<file path="config.mk">
export PLATFORM = sky130hd
export DESIGN_NAME = dnb_out_queue_flat
export DESIGN_NICKNAME = d
export VERILOG_FILES = /design/src/hw/rtl/dnb_pkg.sv /design/src/hw/rtl/dnb_res_if.sv /design/src/hw/rtl/dnb_out_queue.sv /design/src/flat_wrapper.sv
export SDC_FILE = /design/constraint.sdc
export NUM_CORES = 1
export LEC_CHECK = 0
export ABC_AREA = 0
export BUFFER_PORTS_ARGS = -buffer_cell sky130_fd_sc_hd__buf_2
export CAP_MARGIN = 20
export CORE_MARGIN = 4
export CORE_UTILIZATION = 25
export CTS_BUF_LIST = sky130_fd_sc_hd__clkbuf_4
export DETAILED_ROUTE_END_ITERATION = 16
export MAX_ROUTING_LAYER = met4
export PLACE_DENSITY = 0.42
export SKIP_CTS_REPAIR_TIMING = 1
export SLEW_MARGIN = 20
export SYNTH_ARGS = -nofsm -noshare
export SYNTH_HDL_FRONTEND = slang
export SYNTH_SLANG_ARGS = --single-unit
</file>
<file path="constraint.sdc">
create_clock -name clk -period 4.6 [get_ports clk]
set_input_delay 0.46 -clock clk [delete_from_list [all_inputs] [get_ports clk]]
set_output_delay 0.46 -clock clk [all_outputs]
set_load 0.01 [all_outputs]
</file>
<file path="src/hw/rtl/dnb_pkg.sv">
package dnb_pkg;

  localparam int MAX_WIDTH = 1024;
  localparam int COL_W     = $clog2(MAX_WIDTH);
  localparam int FW_W      = 11;
  localparam int FH_W      = 12;
  localparam int DECAY_W   = 8;
  localparam int CH_W      = 8;
  localparam int NUM_CH    = 4;
  localparam int SUM_W     = CH_W + 2;

  localparam int CFG_IDX_W  = 2;
  localparam int CFG_DATA_W = 12;

  localparam logic [FW_W-1:0]    RESET_FRAME_WIDTH  = FW_W'(64);
  localparam logic [FH_W-1:0]    RESET_FRAME_HEIGHT = FH_W'(64);
  localparam logic [DECAY_W-1:0] RESET_DECAY        = DECAY_W'(3);

  typedef enum logic [CFG_IDX_W-1:0] {
    REG_FRAME_WIDTH  = 2'd0,
    REG_FRAME_HEIGHT = 2'd1,
    REG_DECAY        = 2'd2
  } cfg_reg_e;

  // Channel 0 is red, then green, blue and luminance.
  typedef logic [NUM_CH-1:0][CH_W-1:0] pix_t;

  typedef struct packed {
    pix_t pix;
    logic two;
    logic last;
  } q_entry_t;

  function automatic logic [COL_W-1:0] last_col_of(logic [FW_W-1:0] fw);
    int unsigned w;
    w = int'(fw);
    if (w < 3) w = 3;
    if (w > MAX_WIDTH) w = MAX_WIDTH;
    return COL_W'(w - 1);
  endfunction

  function automatic logic [FH_W-1:0] last_row_of(logic [FH_W-1:0] fh);
    logic [FH_W-1:0] h;
    h = (fh < FH_W'(3)) ? FH_W'(3) : fh;
    return h - FH_W'(1);
  endfunction

endpackage

</file>
<file path="src/hw/rtl/dnb_res_if.sv">
interface dnb_res_if;
  logic                      valid;
  logic                      ready;
  logic [dnb_pkg::CH_W-1:0]  red_out;
  logic [dnb_pkg::CH_W-1:0]  green_out;
  logic [dnb_pkg::CH_W-1:0]  blue_out;
  logic [dnb_pkg::CH_W-1:0]  lum_out;
  logic                      frame_end;

  modport source (output valid, red_out, green_out, blue_out, lum_out, frame_end,
                  input ready);
  modport sink   (input valid, red_out, green_out, blue_out, lum_out, frame_end,
                  output ready);
endinterface

</file>
<file path="src/hw/rtl/dnb_out_queue.sv">
module dnb_out_queue (
  input  logic                clk,
  input  logic                rst_n,
  input  logic                push,
  input  dnb_pkg::q_entry_t   push_ent,
  output logic                has_room,
  dnb_res_if.source           out_ch
);
  import dnb_pkg::*;

  q_entry_t   ent_r [2];
  logic       wr_ptr_r;
  logic       rd_ptr_r;
  logic [1:0] cnt_r;
  logic       phase_r;
  q_entry_t   head;
  logic       xfer;
  logic       pop;

  assign head     = ent_r[rd_ptr_r];
  assign has_room = (cnt_r != 2'd2);
  assign xfer     = out_ch.valid && out_ch.ready;
  // A word with a trailing zero-row word leaves the queue after its second word.
  assign pop      = xfer && (phase_r || !head.two);

  assign out_ch.valid     = (cnt_r != 2'd0);
  assign out_ch.red_out   = phase_r ? '0 : head.pix[0];
  assign out_ch.green_out = phase_r ? '0 : head.pix[1];
  assign out_ch.blue_out  = phase_r ? '0 : head.pix[2];
  assign out_ch.lum_out   = phase_r ? '0 : head.pix[3];
  assign out_ch.frame_end = phase_r && head.last;

  always_ff @(posedge clk) begin
    if (push) begin
      ent_r[wr_ptr_r] <= push_ent;
    end
  end

  always_ff @(posedge clk) begin
    if (!rst_n) begin
      wr_ptr_r <= 1'b0;
      rd_ptr_r <= 1'b0;
      cnt_r    <= 2'd0;
      phase_r  <= 1'b0;
    end else begin
      if (push) begin
        wr_ptr_r <= !wr_ptr_r;
      end
      if (pop) begin
        rd_ptr_r <= !rd_ptr_r;
        phase_r  <= 1'b0;
      end else if (xfer) begin
        phase_r  <= 1'b1;
      end
      if (push && !pop) begin
        cnt_r <= cnt_r + 2'd1;
      end else if (pop && !push) begin
        cnt_r <= cnt_r - 2'd1;
      end
    end
  end

endmodule

</file>
<file path="src/flat_wrapper.sv">
// flat-port wrapper written by rule: the top's interface ports become plain ports
module dnb_out_queue_flat import dnb_pkg::*;
  (clk, rst_n, push, push_ent, has_room, out_ch_valid, out_ch_red_out, out_ch_green_out, out_ch_blue_out, out_ch_lum_out, out_ch_frame_end, out_ch_ready);
  dnb_res_if out_ch_i ();
  input  logic clk;
  input  logic rst_n;
  input  logic push;
  input  dnb_pkg::q_entry_t push_ent;
  output logic has_room;
  output wire logic [$bits(out_ch_i.valid)-1:0] out_ch_valid;
  output wire logic [$bits(out_ch_i.red_out)-1:0] out_ch_red_out;
  output wire logic [$bits(out_ch_i.green_out)-1:0] out_ch_green_out;
  output wire logic [$bits(out_ch_i.blue_out)-1:0] out_ch_blue_out;
  output wire logic [$bits(out_ch_i.lum_out)-1:0] out_ch_lum_out;
  output wire logic [$bits(out_ch_i.frame_end)-1:0] out_ch_frame_end;
  input wire logic [$bits(out_ch_i.ready)-1:0] out_ch_ready;
  assign out_ch_valid = out_ch_i.valid;
  assign out_ch_red_out = out_ch_i.red_out;
  assign out_ch_green_out = out_ch_i.green_out;
  assign out_ch_blue_out = out_ch_i.blue_out;
  assign out_ch_lum_out = out_ch_i.lum_out;
  assign out_ch_frame_end = out_ch_i.frame_end;
  assign out_ch_i.ready = out_ch_ready;
  dnb_out_queue u_core (.clk(clk), .rst_n(rst_n), .push(push), .push_ent(push_ent), .has_room(has_room), .out_ch(out_ch_i));
endmodule
</file>
==> impl_metrics.toml <==
[sta]
hold_violations = 0
final.period_utilization_pct = 53.0
hold_ws_ns = 0.237
total_count_of_max_transition_violations_in_the_final_report = 0
finalCriticalPeriod_ns = 2.44
setup_total_negative_slack_ns = 0
fmax_mhz = 410
worst_slew_pin_slew_ns = 0.913
grt_setup_unrepaired = "no"
clock_skew_ns = 0.0117
max_slew_margin_pct = 39.2
total_of_endpoints_with_negative_setup_slack_in_the_final_report = 0

[clock_network]
cts_root_buffer = "sky130_fd_sc_hd__clkbuf_4"
cts-htree-levels = 3
number_of_buffers_added_by_the_clock_tree_synthesis_step = 9
tritoncts_clock_tree = "done"
clock_pin_slew_reported_for_the_worst_setup_and_hold_paths_after_clock_tree_synthesis_ns = 0.13
insertion_delay_ns = 0.40
cts_buffer_depth = 2
clock_sinks = 74

[power_and_ir_drop]
netSwitchingFraction_pct = 26.5
cellInternalPower_mw = 1.12
power.sequential.fraction_pct = 53.4
power.clock.fraction_pct = 30.2
switching_power_mw = 0.404
power.static_leakage_nw = 1.33
p_per_area_nw_per_um2 = 431
max-vdd-ir-drop_uv = 134
comb_power_share_pct = 16.4
totalPowerFinal_mw = 1.53

[placement]
place.port_buffers = 72
place_congestion = 0.723
cell_area_placed_um2 = 3370
dpl.hpwl_um = 3750

[synth]
synth_warnings = 0
post_synth_main_area_contributors = "sky130_fd_sc_hd__edfxtp_1 (72%), sky130_fd_sc_hd__mux2i_1 (12%), sky130_fd_sc_hd__nor2_1 (4.7%)"
yosysUniqueCellTypes = 22
synth.avg_cell_area_um2 = 16.3
largest_family_of_logic_cells_by_synthesized_area = "multiplexers"
proportion_of_netlist_area_held_by_the_largest_area_contributor_pct = 72.3
proportion_of_synthesized_area_in_mux_cells_pct = 12.9
synth_xor_area_share_pct = 0.930
synthesized_area_fraction_occupied_by_ao_oa_aoi_and_oai_cells_pct = 0.974
yosys.area_share.adder_pct = 0.443
postSynthRegisterBits = 74
post_synth_and_or_nand_nor_area_fraction_pct = 6.47
netlist.top_cell.by_area = "sky130_fd_sc_hd__edfxtp_1"
synth-seq-area-share_pct = 76.5
synthCells = 173
postSynthNetCount = 212
netlist_area_um2 = 2830

[cells_and_area]
design.final.nets = 290
top_library_cells_by_usage_in_the_layout_fill_and_taps_aside = "sky130_fd_sc_hd__buf_2 (72), sky130_fd_sc_hd__edfxtp_1 (68), sky130_fd_sc_hd__mux2i_1 (35), sky130_fd_sc_hd__nor2_1 (35), sky130_fd_sc_hd__clkbuf_4 (9)"
area_overhead_of_the_layout_relative_to_synthesis_pct = 25.5
final_common_cell = "sky130_fd_sc_hd__buf_2"
finish.instance_area_um2 = 3540
final_layout_size_suffix_gt1_share_pct = 37.5
fillCellCount = 1102

[detailed_routing]
drt_iter0_markers = 61
num_vias = 1620
wl_per_cell_um = 14.4
drc = 0
drtPass1Iterations = 4
vias_per_cell = 4.08
routed_wirelength_um = 5710
ant_nets = 0

[worst_setup_path]
cp_max_fo = 18
r2r.worst_path.cells = 5
worst_setup_path_end_kind = "output port"
critPathLaunchType = "register"
critPathArrivalTime_ns = 1.98
worstPathRequired_ns = 4.14
crit_type = "register to output port"

[floorplanning]
io_pins = 73
core_area_um2 = 10900
dieHeight_um = 114
floorplan.initialDensity_pct = 25.8
number_of_cell_rows = 38
fp.dieArea_um2 = 13100
die-width_um = 114

[outcome]
run_status = "finished clean"

[global_route]
first_global_vias = 1693
globalRouteTotalUtil_pct = 9.43
grt_util_met1_pct = 11.7
grt_most_used_layer = "met2"
global_route.usage.met2_pct = 14.2
pin_count_of_the_biggest_net_entering_global_routing = 35
overflow = 0
grt_antenna_before_repair = 1
wire_length_of_the_first_global_routing_pass_um = 8860
met3_global_route_usage_pct = 3.75

[worst_hold_path]
holdPathStages = 1
worst_hold_path_type = "primary input to register"

[job]
drv_cap = 0
-- cell type report --
class / count / area (um2) / area share, %
multi-input combinational: 89 / 623 / 17.6
clock inverter: 7 / 103 / 2.89
timing repair buffer: 75 / 403 / 11.4
clock buffer: 9 / 67.6 / 1.91
tap: 140 / 175 / 4.94
antenna: 1 / 2.50 / 0.0706
sequential: 74 / 2160 / 61.0
inverter: 2 / 7.51 / 0.212
-- synth_stat cells --
| library cell | instances |
|---|---|
| sky130_fd_sc_hd__or3_1 | 1 |
| sky130_fd_sc_hd__or2_2 | 1 |
| sky130_fd_sc_hd__edfxtp_1 | 68 |
| sky130_fd_sc_hd__buf_6 | 1 |
| sky130_fd_sc_hd__mux2i_1 | 35 |
| sky130_fd_sc_hd__nand4_1 | 1 |
| sky130_fd_sc_hd__clkbuf_1 | 4 |
| sky130_fd_sc_hd__dfxtp_1 | 6 |
| sky130_fd_sc_hd__buf_2 | 3 |
| sky130_fd_sc_hd__xnor2_1 | 1 |
| sky130_fd_sc_hd__nor2_1 | 35 |
| sky130_fd_sc_hd__a21o_1 | 1 |
| sky130_fd_sc_hd__nand2b_1 | 2 |
| sky130_fd_sc_hd__nor2b_1 | 1 |
| sky130_fd_sc_hd__nand2_1 | 2 |
| sky130_fd_sc_hd__o21ai_0 | 2 |
| sky130_fd_sc_hd__inv_1 | 2 |
| sky130_fd_sc_hd__xor2_1 | 2 |
| sky130_fd_sc_hd__mux2_4 | 1 |
| sky130_fd_sc_hd__ha_1 | 1 |
| sky130_fd_sc_hd__a21oi_1 | 2 |
| sky130_fd_sc_hd__and2_1 | 1 |
-- routing by layer --
layer / share of wire (%) / routed length [um] / vias to the layer above
li1: - / - / 790
met1: 46 / 2640 / 777
met2: 46 / 2630 / 47
met3: 6.4 / 368 / 6
met4: 1.2 / 68 / 0
met5: 0 / 0 / -
-- power by group through the flow --
stage | combinational (mW) | sequential [mW] | clock (mW)
final | 0.250 | 0.815 | 0.461
after detailed placement | 0.259 | 0.833 | 0
after CTS | 0.260 | 0.817 | 0.482
after floorplan | 0.162 | 0.812 | 0
after global placement | 0.255 | 0.832 | 0
after global routing | 0.282 | 0.822 | 0.512
-- critical path, stage by stage (launching register included) --
cell and delay [ns]:
sky130_fd_sc_hd__dfxtp_2 0.69, sky130_fd_sc_hd__buf_4 0.42, sky130_fd_sc_hd__mux2i_1 0.23, sky130_fd_sc_hd__nor2_1 0.07
sky130_fd_sc_hd__buf_2 0.15
-- worst paths after layout --
check                  start                  to  slack, ns
max                 register   out_ch_red_out[2]       2.16
min reg2reg  u_core.rd_ptr_r            register       0.49
min              push_ent[2]  u_core.ent_r[1][2]       0.24
max reg2reg         register     u_core.cnt_r[1]       2.45
-- through the flow --
stage / utilization (%) / cells / worst slack (ns)
2_1_floorplan: - / 173 / 2.18
3_3_place_gp: 30.6 / 379 / 2.46
3_5_place_dp: 30.8 / 380 / 2.44
4_1_cts: 32.4 / 396 / 2.06
5_1_grt: 32.4 / 397 / 1.96
6_report: 32.4 / 397 / 2.16
-- sequential cells by signal (all words and copies together), names as in the netlist, named ones only --
register / cells
u_core.ent_r: 68
u_core.rd_ptr_r: 1
u_core.phase_r: 1
u_core.cnt_r: 2
u_core.wr_ptr_r: 1
-- logic make-up after synthesis --
group / after synthesis
AOI/OAI and AO/OA: 5
xor gates and xnor gates: 3
DFF: 74
muxes: 36
buffers and inverters: 10
and+or+nand+nor: 44
adders and majority gates: 1
Note: power is estimated with default switching activity, not from simulation.
