[config.mk]
export PLATFORM = sky130hd
export DESIGN_NAME = dnb_lane
export DESIGN_NICKNAME = d
export VERILOG_FILES = /design/src/hw/rtl/dnb_pkg.sv /design/src/hw/rtl/dnb_lane.sv
export SDC_FILE = /design/constraint.sdc
export NUM_CORES = 1
export LEC_CHECK = 0
export ABC_AREA = 1
export BUFFER_PORTS_ARGS = -buffer_cell sky130_fd_sc_hd__buf_2
export CORE_ASPECT_RATIO = 0.9
export CORE_MARGIN = 2
export CORE_UTILIZATION = 50
export DETAILED_ROUTE_END_ITERATION = 6
export PLACE_DENSITY_LB_ADDON = 0.25
export SYNTH_ARGS = -nofsm -noshare
export SYNTH_HDL_FRONTEND = slang
export SYNTH_SLANG_ARGS = --single-unit
[constraint.sdc]
create_clock -name vclk -period 7.4
set_input_delay 0.37 -clock vclk [all_inputs]
set_output_delay 0.37 -clock vclk [all_outputs]
set_load 0.03 [all_outputs]
[src/hw/rtl/dnb_pkg.sv]
package dnb_pkg;

  localparam int MAX_WIDTH = 1024;
  localparam int COL_W     = $clog2(MAX_WIDTH);
  localparam int FW_W      = 11;
  localparam int FH_W      = 12;
  localparam int DECAY_W   = 8;
  localparam int CH_W      = 8;
  localparam int NUM_CH    = 4;
  localparam int SUM_W     = CH_W + 2;

  localparam int CFG_IDX_W  = 2;
  localparam int CFG_DATA_W = 12;

  localparam logic [FW_W-1:0]    RESET_FRAME_WIDTH  = FW_W'(64);
  localparam logic [FH_W-1:0]    RESET_FRAME_HEIGHT = FH_W'(64);
  localparam logic [DECAY_W-1:0] RESET_DECAY        = DECAY_W'(3);

  typedef enum logic [CFG_IDX_W-1:0] {
    REG_FRAME_WIDTH  = 2'd0,
    REG_FRAME_HEIGHT = 2'd1,
    REG_DECAY        = 2'd2
  } cfg_reg_e;

  // Channel 0 is red, then green, blue and luminance.
  typedef logic [NUM_CH-1:0][CH_W-1:0] pix_t;

  typedef struct packed {
    pix_t pix;
    logic two;
    logic last;
  } q_entry_t;

  function automatic logic [COL_W-1:0] last_col_of(logic [FW_W-1:0] fw);
    int unsigned w;
    w = int'(fw);
    if (w < 3) w = 3;
    if (w > MAX_WIDTH) w = MAX_WIDTH;
    return COL_W'(w - 1);
  endfunction

  function automatic logic [FH_W-1:0] last_row_of(logic [FH_W-1:0] fh);
    logic [FH_W-1:0] h;
    h = (fh < FH_W'(3)) ? FH_W'(3) : fh;
    return h - FH_W'(1);
  endfunction

endpackage

[src/hw/rtl/dnb_lane.sv]
module dnb_lane (
  input  logic [dnb_pkg::CH_W-1:0]    top_px,
  input  logic [dnb_pkg::CH_W-1:0]    bot_px,
  input  logic [dnb_pkg::CH_W-1:0]    left_px,
  input  logic [dnb_pkg::CH_W-1:0]    right_px,
  input  logic [dnb_pkg::DECAY_W-1:0] decay,
  output logic [dnb_pkg::CH_W-1:0]    res
);
  import dnb_pkg::*;

  logic [SUM_W-1:0] sum;
  logic [CH_W-1:0]  avg;

  assign sum = SUM_W'(top_px) + SUM_W'(bot_px) + SUM_W'(left_px) + SUM_W'(right_px);
  assign avg = sum[SUM_W-1:2];

  always_comb begin
    if (avg > CH_W'(decay)) begin
      res = avg - CH_W'(decay);
    end else begin
      res = '0;
    end
  end

endmodule

==> flow_summary.yaml, run 1 <==
status:
  status: "complete, no violations"
timing:
  period_needed_ps: 4150
  setup_viol: 0
  finalMaxSlewViolations: 0
  fin_setup_tns_ps: 0
  max_freq_mhz: 241
  maxSlewHeadroom: 0.824
  worst_slew_pin_slew_ps: 262
  hold_viol: 0
  period_share: 0.561
  rsz0062_at_grt: "no"
grt:
  antenna_found_initial: 0
  first_global_vias: 1130
  grt_max_degree: 9
  track_usage: 0.170
  grt.overflow.total: 0
  grt_pass1_wl_mm: 4.17
die:
  die_area_um2: 2910
  row_count: 17
  die_w_um: 56.6
  die_y_um: 51.3
  fp.coreArea_um2: 2400
  ios: 48
  initial_core_util: 0.518
cells_and_area:
  layout_commonest_cell: "inv_1"
  drive_above_1_share: 0.213
  clock_buffers: 0
  final_core_util: 0.632
  seq_area_um2: 0
  num-fill-cells: 223
  fin_nets: 323
  final_cell_area_um2: 1520
  multi_input_area_um2: 952
  final_cell_mix: "inv_1 (78), buf_2 (48), nand2_1 (47)"
  seq_cell_count: 0
  num_antenna_cells: 0
  area_growth_pct: 22.1
clock_tree:
  post_cts.resized_instances: 0
  ctsHoldBuffers: 0
  postCtsSetupBuffers: 0
routing:
  drcViolationCount: 0
  num_vias: 1205
  wl_per_cell_um: 7.75
  met1_length_mm: 1.04
  drt-initial-drc-count: 26
  wl_met2_mm: 1.02
  dr.pass1.iters: 4
  routed_wl_mm: 2.15
  vias_per_cell: 4.35
  wl_met3_um: 92
  dr.max_layer_used: "met3"
  ant_nets: 0
critical_path:
  critPathCaptureType: "primary output"
  cp_slowest_stage_delay_ps: 530
  cp_cell_sequence: "buf_2 > inv_1 > fa_1 > inv_1 > fa_1 > nand3_1 > fa_1 > o21ai_1 > nand2_1 > nand3_1 > nand2_1 > ha_1 > nand2_1 > nor2_2 > nand3_1 > nand2_2 > nand2_4 > nor2_1 > buf_2"
  cp_max_fo: 8
  crit_buf_inv: 4
  critPathRequiredTime_ps: 7030
  slowest_stage: "fa_1"
  cp_data_arrival_time_ps: 3780
  start_kind: "input port"
  cpLargestDelayFamily: "adder cells"
  worstSetupPathType: "in2out"
placement:
  routabilityCongestion: 0.879
  io_buffers: 48
  dp_hpwl_mm: 2.06
  dpl_cell_area_um2: 1520
synthesis:
  yosysTopAreaCell: "fa_1"
  syn_nets: 273
  synth_top_area_frac: 0.273
  netlist_area_um2: 1240
  synth.area.top_cells: "fa_1 (27%), inv_1 (24%), ha_1 (15%)"
  synth_area_per_cell_um2: 6.19
  synthCells: 201
  ys_seq_area_frac: 0
  ys_warn_count: 0
  ys_types: 17
pwr:
  ir_drop_uv: 346
  power_leakage_nw: 1.08
  power.density_nw_per_um2: 319
hold_path:
  hold_path.class: "in2out"
run:
  maxCapViolCount: 0
==> cells by family after synthesis <==
kind of cell | Yosys count | synth area share
XOR/XNOR | 6 | 0.0422
adder cells (fa/ha/maj) | 32 | 0.424
buffers and inverters | 78 | 0.235
AO/OA/AOI/OAI | 12 | 0.0533
AND/OR/NAND/NOR | 73 | 0.245
==> final timing paths <==
path	slack, ps	to	depth (start not counted)	start
hold / removal	1220	res[0]	4	decay[0]
setup / recovery	3250	res[7]	19	top_px[1]
==> synth_stat cells (2+ instances only) <==
library cell,count
nor2_1,10
a21oi_1,8
nand2_1,47
xnor2_1,2
ha_1,15
o21ai_1,2
inv_1,78
xor2_1,4
nand3_1,11
fa_1,17
==> layer usage <==
layer | GRT usage | vias up
met3 | 0 | 0
met4 | 0 | 0
met5 | 0 | -
li1 | - | 666
met2 | 0.331 | 26
met1 | 0.225 | 513
==> power breakdown <==
group / total, mW / switching, mW / leakage [nW] / internal (mW)
Clock: 0 / 0 / 0 / 0
Combinational: 0.485 / 0.307 / 1.08 / 0.178
Sequential: 0 / 0 / 0 / 0
==> through the flow <==
step | worst slack [ps] | power, mW | hold slack, ps | cells
floorplan | 3470 | 0.388 | 991 | 201
CTS | 3240 | 0.490 | 1220 | 277
global route | 2990 | 0.558 | 1230 | 277
finish | 3250 | 0.485 | 1220 | 277
detailed placement | 3250 | 0.489 | 1220 | 277
global placement | 3290 | 0.482 | 1190 | 277
==> area by class of cell <==
class,instances,share of cell area
inverters,78,0.193
multi-input cells,123,0.626
well taps,28,0.0230
repair buffers,48,0.158
(Power assumes the default switching activity.)
==> inputs of run 2 (changes only) <==
- CORE_UTILIZATION: 50 -> 47
- clock period: 7.4 -> 3.7 ns (I/O delays scaled with it)
==> run 2 against run 1 <==
Sequential share of layout area did not move. Die area is 5.9% higher. Count of clock-buffer cells in the layout unchanged. Global-route usage decreased by 0.91 points. Flip-flop and latch count unchanged. Via count up 6.7%. Cell count rose by 1.4%. Largest cell class unchanged.
==> flow_summary.yaml, run 2 (synthesis results as in run 1) <==
critical_path:
  cp_data_arrival_time_ps: 3380
  cp_slowest_stage_delay_ps: 520
  slowest_stage: "fa_1"
  start_kind: "input port"
  worstSetupPathType: "in2out"
  critPathCaptureType: "primary output"
  cp_max_fo: 8
  critPathRequiredTime_ps: 3510
  cp_cell_sequence: "buf_2 > inv_1 > fa_1 > inv_1 > fa_1 > nand3_2 > fa_2 > o21ai_2 > nand2_1 > nand3_1 > nand2_2 > ha_4 > nand2_1 > nor2_2 > nand3_2 > nand2_2 > nand2_4 > nor2_2 > buf_6"
timing:
  finalMaxSlewViolations: 0
  period_needed_ps: 3570
  setup_viol: 0
  worst_slew_pin_slew_ps: 187
  fin_ws_ps: 131
  period_share: 0.965
  maxSlewHeadroom: 0.875
  max_freq_mhz: 280
  hold_viol: 0
die:
  ios: 48
  initial_core_util: 0.500
  die_w_um: 58.3
  fp.coreArea_um2: 2490
  row_count: 17
  die_area_um2: 3080
  die_y_um: 52.8
cells_and_area:
  final_cell_mix: "inv_1 (78), nand2_1 (45), buf_2 (40)"
  drive_above_1_share: 0.308
  layout_commonest_cell: "inv_1"
  seq_area_um2: 0
  num-fill-cells: 226
  clock_buffers: 0
  seq_cell_count: 0
  final_core_util: 0.684
  final_cell_area_um2: 1700
  num_antenna_cells: 0
  fin_cells: 281
  fin_nets: 327
  area_growth_pct: 36.8
grt:
  track_usage: 0.161
  grtUsageMet3: 0.00247
  grt_pass1_wl_mm: 4.08
  grt.busiest_layer: "met2"
  use_met1: 0.214
  grt.overflow.total: 0
  first_global_vias: 1112
  antenna_found_initial: 0
  grt_util_met2: 0.309
  grt_max_degree: 9
placement:
  dp_hpwl_mm: 1.99
  routabilityCongestion: 0.853
  io_buffers: 48
  dpl_cell_area_um2: 1540
  pre_cts_ws_ps: -44.3
  dp_cells: 279
routing:
  routed_wl_mm: 2.51
  ant_nets: 0
  vias_per_cell: 4.58
  dr.pass1.iters: 4
  num_vias: 1286
  drcViolationCount: 0
  wl_per_cell_um: 8.94
  drt-initial-drc-count: 9
pwr:
  power.density_nw_per_um2: 712
  power_leakage_nw: 1.11
  ir_drop_uv: 593
hold_path:
  hold_path_depth: 4
  hold_path.class: "in2out"
run:
  maxCapViolCount: 0
status:
  status: "complete, no violations"
[run 2: final timing paths]
path / start / end / slack [ps]
min: decay[0] / res[0] / 810
max: top_px[1] / res[5] / 130
[run 2: final cells by class]
class	count	area, µm²	area share
Inverter	78	293	0.172
Timing Repair Buffer	52	294	0.173
Multi-Input combinational cell	123	1080	0.635
Tap cell	28	35.0	0.0206
[run 2: timing repair]
| item | CTS | global route |
|---|---|---|
| hold buffers | 0 | 0 |
| pin swaps | 0 | 9 |
| hold endpoints to repair | 0 | 0 |
| resized for setup | 1 | 39 |
| buffers inserted | 0 | 2 |
| endpoints found under the setup margin | 8 | 8 |
[run 2: per-layer routing]
layer  share of wire  wire (µm)
met5               0          0
met4               0          0
met3           0.040        101
met2            0.53       1320
met1            0.43       1090
[run 2: stage by stage]
stage | hold slack, ps | TNS (ps) | total power [mW]
final | 814 | 0 | 1.21
after global routing | 830 | -378 | 1.36
after CTS | 818 | 0 | 1.01
after detailed placement | 817 | -292 | 0.989
after global placement | 818 | -378 | 0.981
after floorplan | 621 | 0 | 0.775
[run 2: worst max-delay path, delay by kind of cell]
kind                     cells  cell delay (ps)
AND/OR/NAND/NOR             10             1010
adder cells (fa/ha/maj)      4             1730
AO/OA/AOI/OAI                1              170
buffers and inverters        4              300
[run 2: power by group]
group | switching (mW) | leakage, nW | internal, mW | total, mW
Clock | 0 | 0 | 0 | 0
Combinational | 0.704 | 1.11 | 0.508 | 1.21
Sequential | 0 | 0 | 0 | 0
Total | 0.704 | 1.11 | 0.508 | 1.21
==> inputs of run 3 (changes only) <==
- PLACE_DENSITY: default -> 0.89
- PLACE_DENSITY_LB_ADDON: 0.25 -> default
==> run 3 against run 2 <==
Combinational power grew 5%. Hold slack improved by 9.0 ps. Critical path depth grew 1. Count of clock-buffer cells in the layout did not move. Critical path type unchanged. Largest power group unchanged.
==> flow_summary.yaml, run 3 (synthesis results as in run 1) <==
hold_path:
  hold_path.class: "in2out"
pwr:
  power_leakage_nw: 1.11
  power.density_nw_per_um2: 736
  ir_drop_uv: 731
die:
  initial_core_util: 0.500
  die_area_um2: 3080
  die_w_um: 58.3
  die_y_um: 52.8
  row_count: 17
  ios: 48
  fp.coreArea_um2: 2490
cells_and_area:
  seq_cell_count: 0
  multi_input_area_um2: 1100
  final_cell_area_um2: 1730
  area_growth_pct: 38.6
  num-fill-cells: 219
  fin_cells: 281
  final_core_util: 0.693
  drive_above_1_share: 0.340
  fin_nets: 327
  layout_commonest_cell: "inv_1"
  clock_buffers: 0
  final_cell_mix: "inv_1 (78), nand2_1 (40), buf_2 (40)"
  seq_area_um2: 0
  num_antenna_cells: 0
timing:
  setup_viol: 0
  maxSlewHeadroom: 0.835
  period_needed_ps: 3640
  fin_setup_tns_ps: 0
  hold_viol: 0
  period_share: 0.982
  fin_ws_ps: 64.8
  worst_slew_pin_slew_ps: 247
  finalMaxSlewViolations: 0
  max_freq_mhz: 275
routing:
  num_vias: 1296
  wl_per_cell_um: 9.54
  dr.pass1.iters: 4
  ant_nets: 0
  wl_met2_mm: 1.47
  routed_wl_mm: 2.68
  drt-initial-drc-count: 11
  dr.max_layer_used: "met4"
  wl_met3_um: 126
  drcViolationCount: 0
  met1_length_mm: 1.06
  vias_per_cell: 4.61
critical_path:
  critPathLaunch: "top_px[4]"
  cp_slowest_stage_delay_ps: 510
  critPathCaptureType: "primary output"
  endpoint: "res[5]"
  critPathRequiredTime_ps: 3510
  crit_buf_inv: 4
  cp_cell_sequence: "buf_2 > inv_1 > fa_1 > fa_1 > inv_1 > ha_1 > a21oi_2 > o21ai_4 > nand2_2 > nand2_2 > nand3_2 > nand2_2 > ha_4 > nand2_2 > nor2_2 > nand3_1 > nand2_2 > nand2_4 > nor2_1 > buf_4"
  cp_data_arrival_time_ps: 3450
  start_kind: "input port"
  cp_max_fo: 8
  cp.depth: 20
  cpLargestDelayFamily: "adder cells"
  slowest_stage: "fa_1"
  crit_top_cell: "nand2_2"
  worstSetupPathType: "in2out"
placement:
  io_buffers: 48
  pre_cts_ws_ps: -74.4
  dp_hpwl_mm: 2.14
  routabilityCongestion: 0.867
  dpl_cell_area_um2: 1530
  dp_cells: 278
grt:
  antenna_found_initial: 0
  grt_max_degree: 9
  track_usage: 0.174
  grt_pass1_wl_mm: 4.37
  first_global_vias: 1184
  grt.overflow.total: 0
status:
  status: "complete, no violations"
run:
  maxCapViolCount: 0
clock_tree:
  ctsHoldBuffers: 0
## run 3: cell count changes in the layout (fill, tap and decap cells not counted), moves of 2 or more
cell	change
fa_2	+2
nand2_1	-5
fa_1	-2
buf_6	+2
ha_4	-2
buf_4	-2
nand2_2	+5
## run 3: area by class of cell
class / count / share of cell area
Timing Repair Buffer: 52 / 0.175
Inverter: 78 / 0.170
Tap cell: 28 / 0.0203
Multi-Input combinational cell: 123 / 0.635
## run 3: layer usage
metal	vias up	GRT usage
met1	586	0.204
met4	0	0
met3	2	0.00247
met2	37	0.369
met5	-	0
li1	671	-
## run 3: power by group
| group | switching (mW) | internal, mW |
|---|---|---|
| Combinational | 0.741 | 0.529 |
| Sequential | 0 | 0 |
| Clock | 0 | 0 |
## run 3: tightest hold or removal path: stages
cell    delay [ps]
buf_2           80
ha_1           160
nor2_2          50
buf_4          160
## run 3: metrics by stage
stage | hold slack, ps | total power [mW]
floorplan | 621 | 0.775
global placement | 817 | 0.971
detailed placement | 823 | 0.989
CTS | 825 | 1.01
global route | 856 | 1.41
finish | 823 | 1.27
## run 3: worst min path at each step
| stage | cells after the start | to | from | slack [ps] |
|---|---|---|---|---|
| after floorplan | 2 | res[0] | decay[0] | 620 |
| after global placement | 4 | res[0] | decay[0] | 820 |
| after detailed placement | 4 | res[0] | decay[0] | 820 |
| after CTS | 4 | res[0] | decay[0] | 820 |
| after global routing | 4 | res[0] | decay[0] | 860 |
| final | 4 | res[0] | decay[0] | 820 |
## run 3: repair_timing
| action | CTS | global route |
|---|---|---|
| setup endpoints to repair | 8 | 8 |
| pin swaps | 0 | 14 |
| resized for setup | 2 | 48 |
| buffers inserted | 0 | 3 |
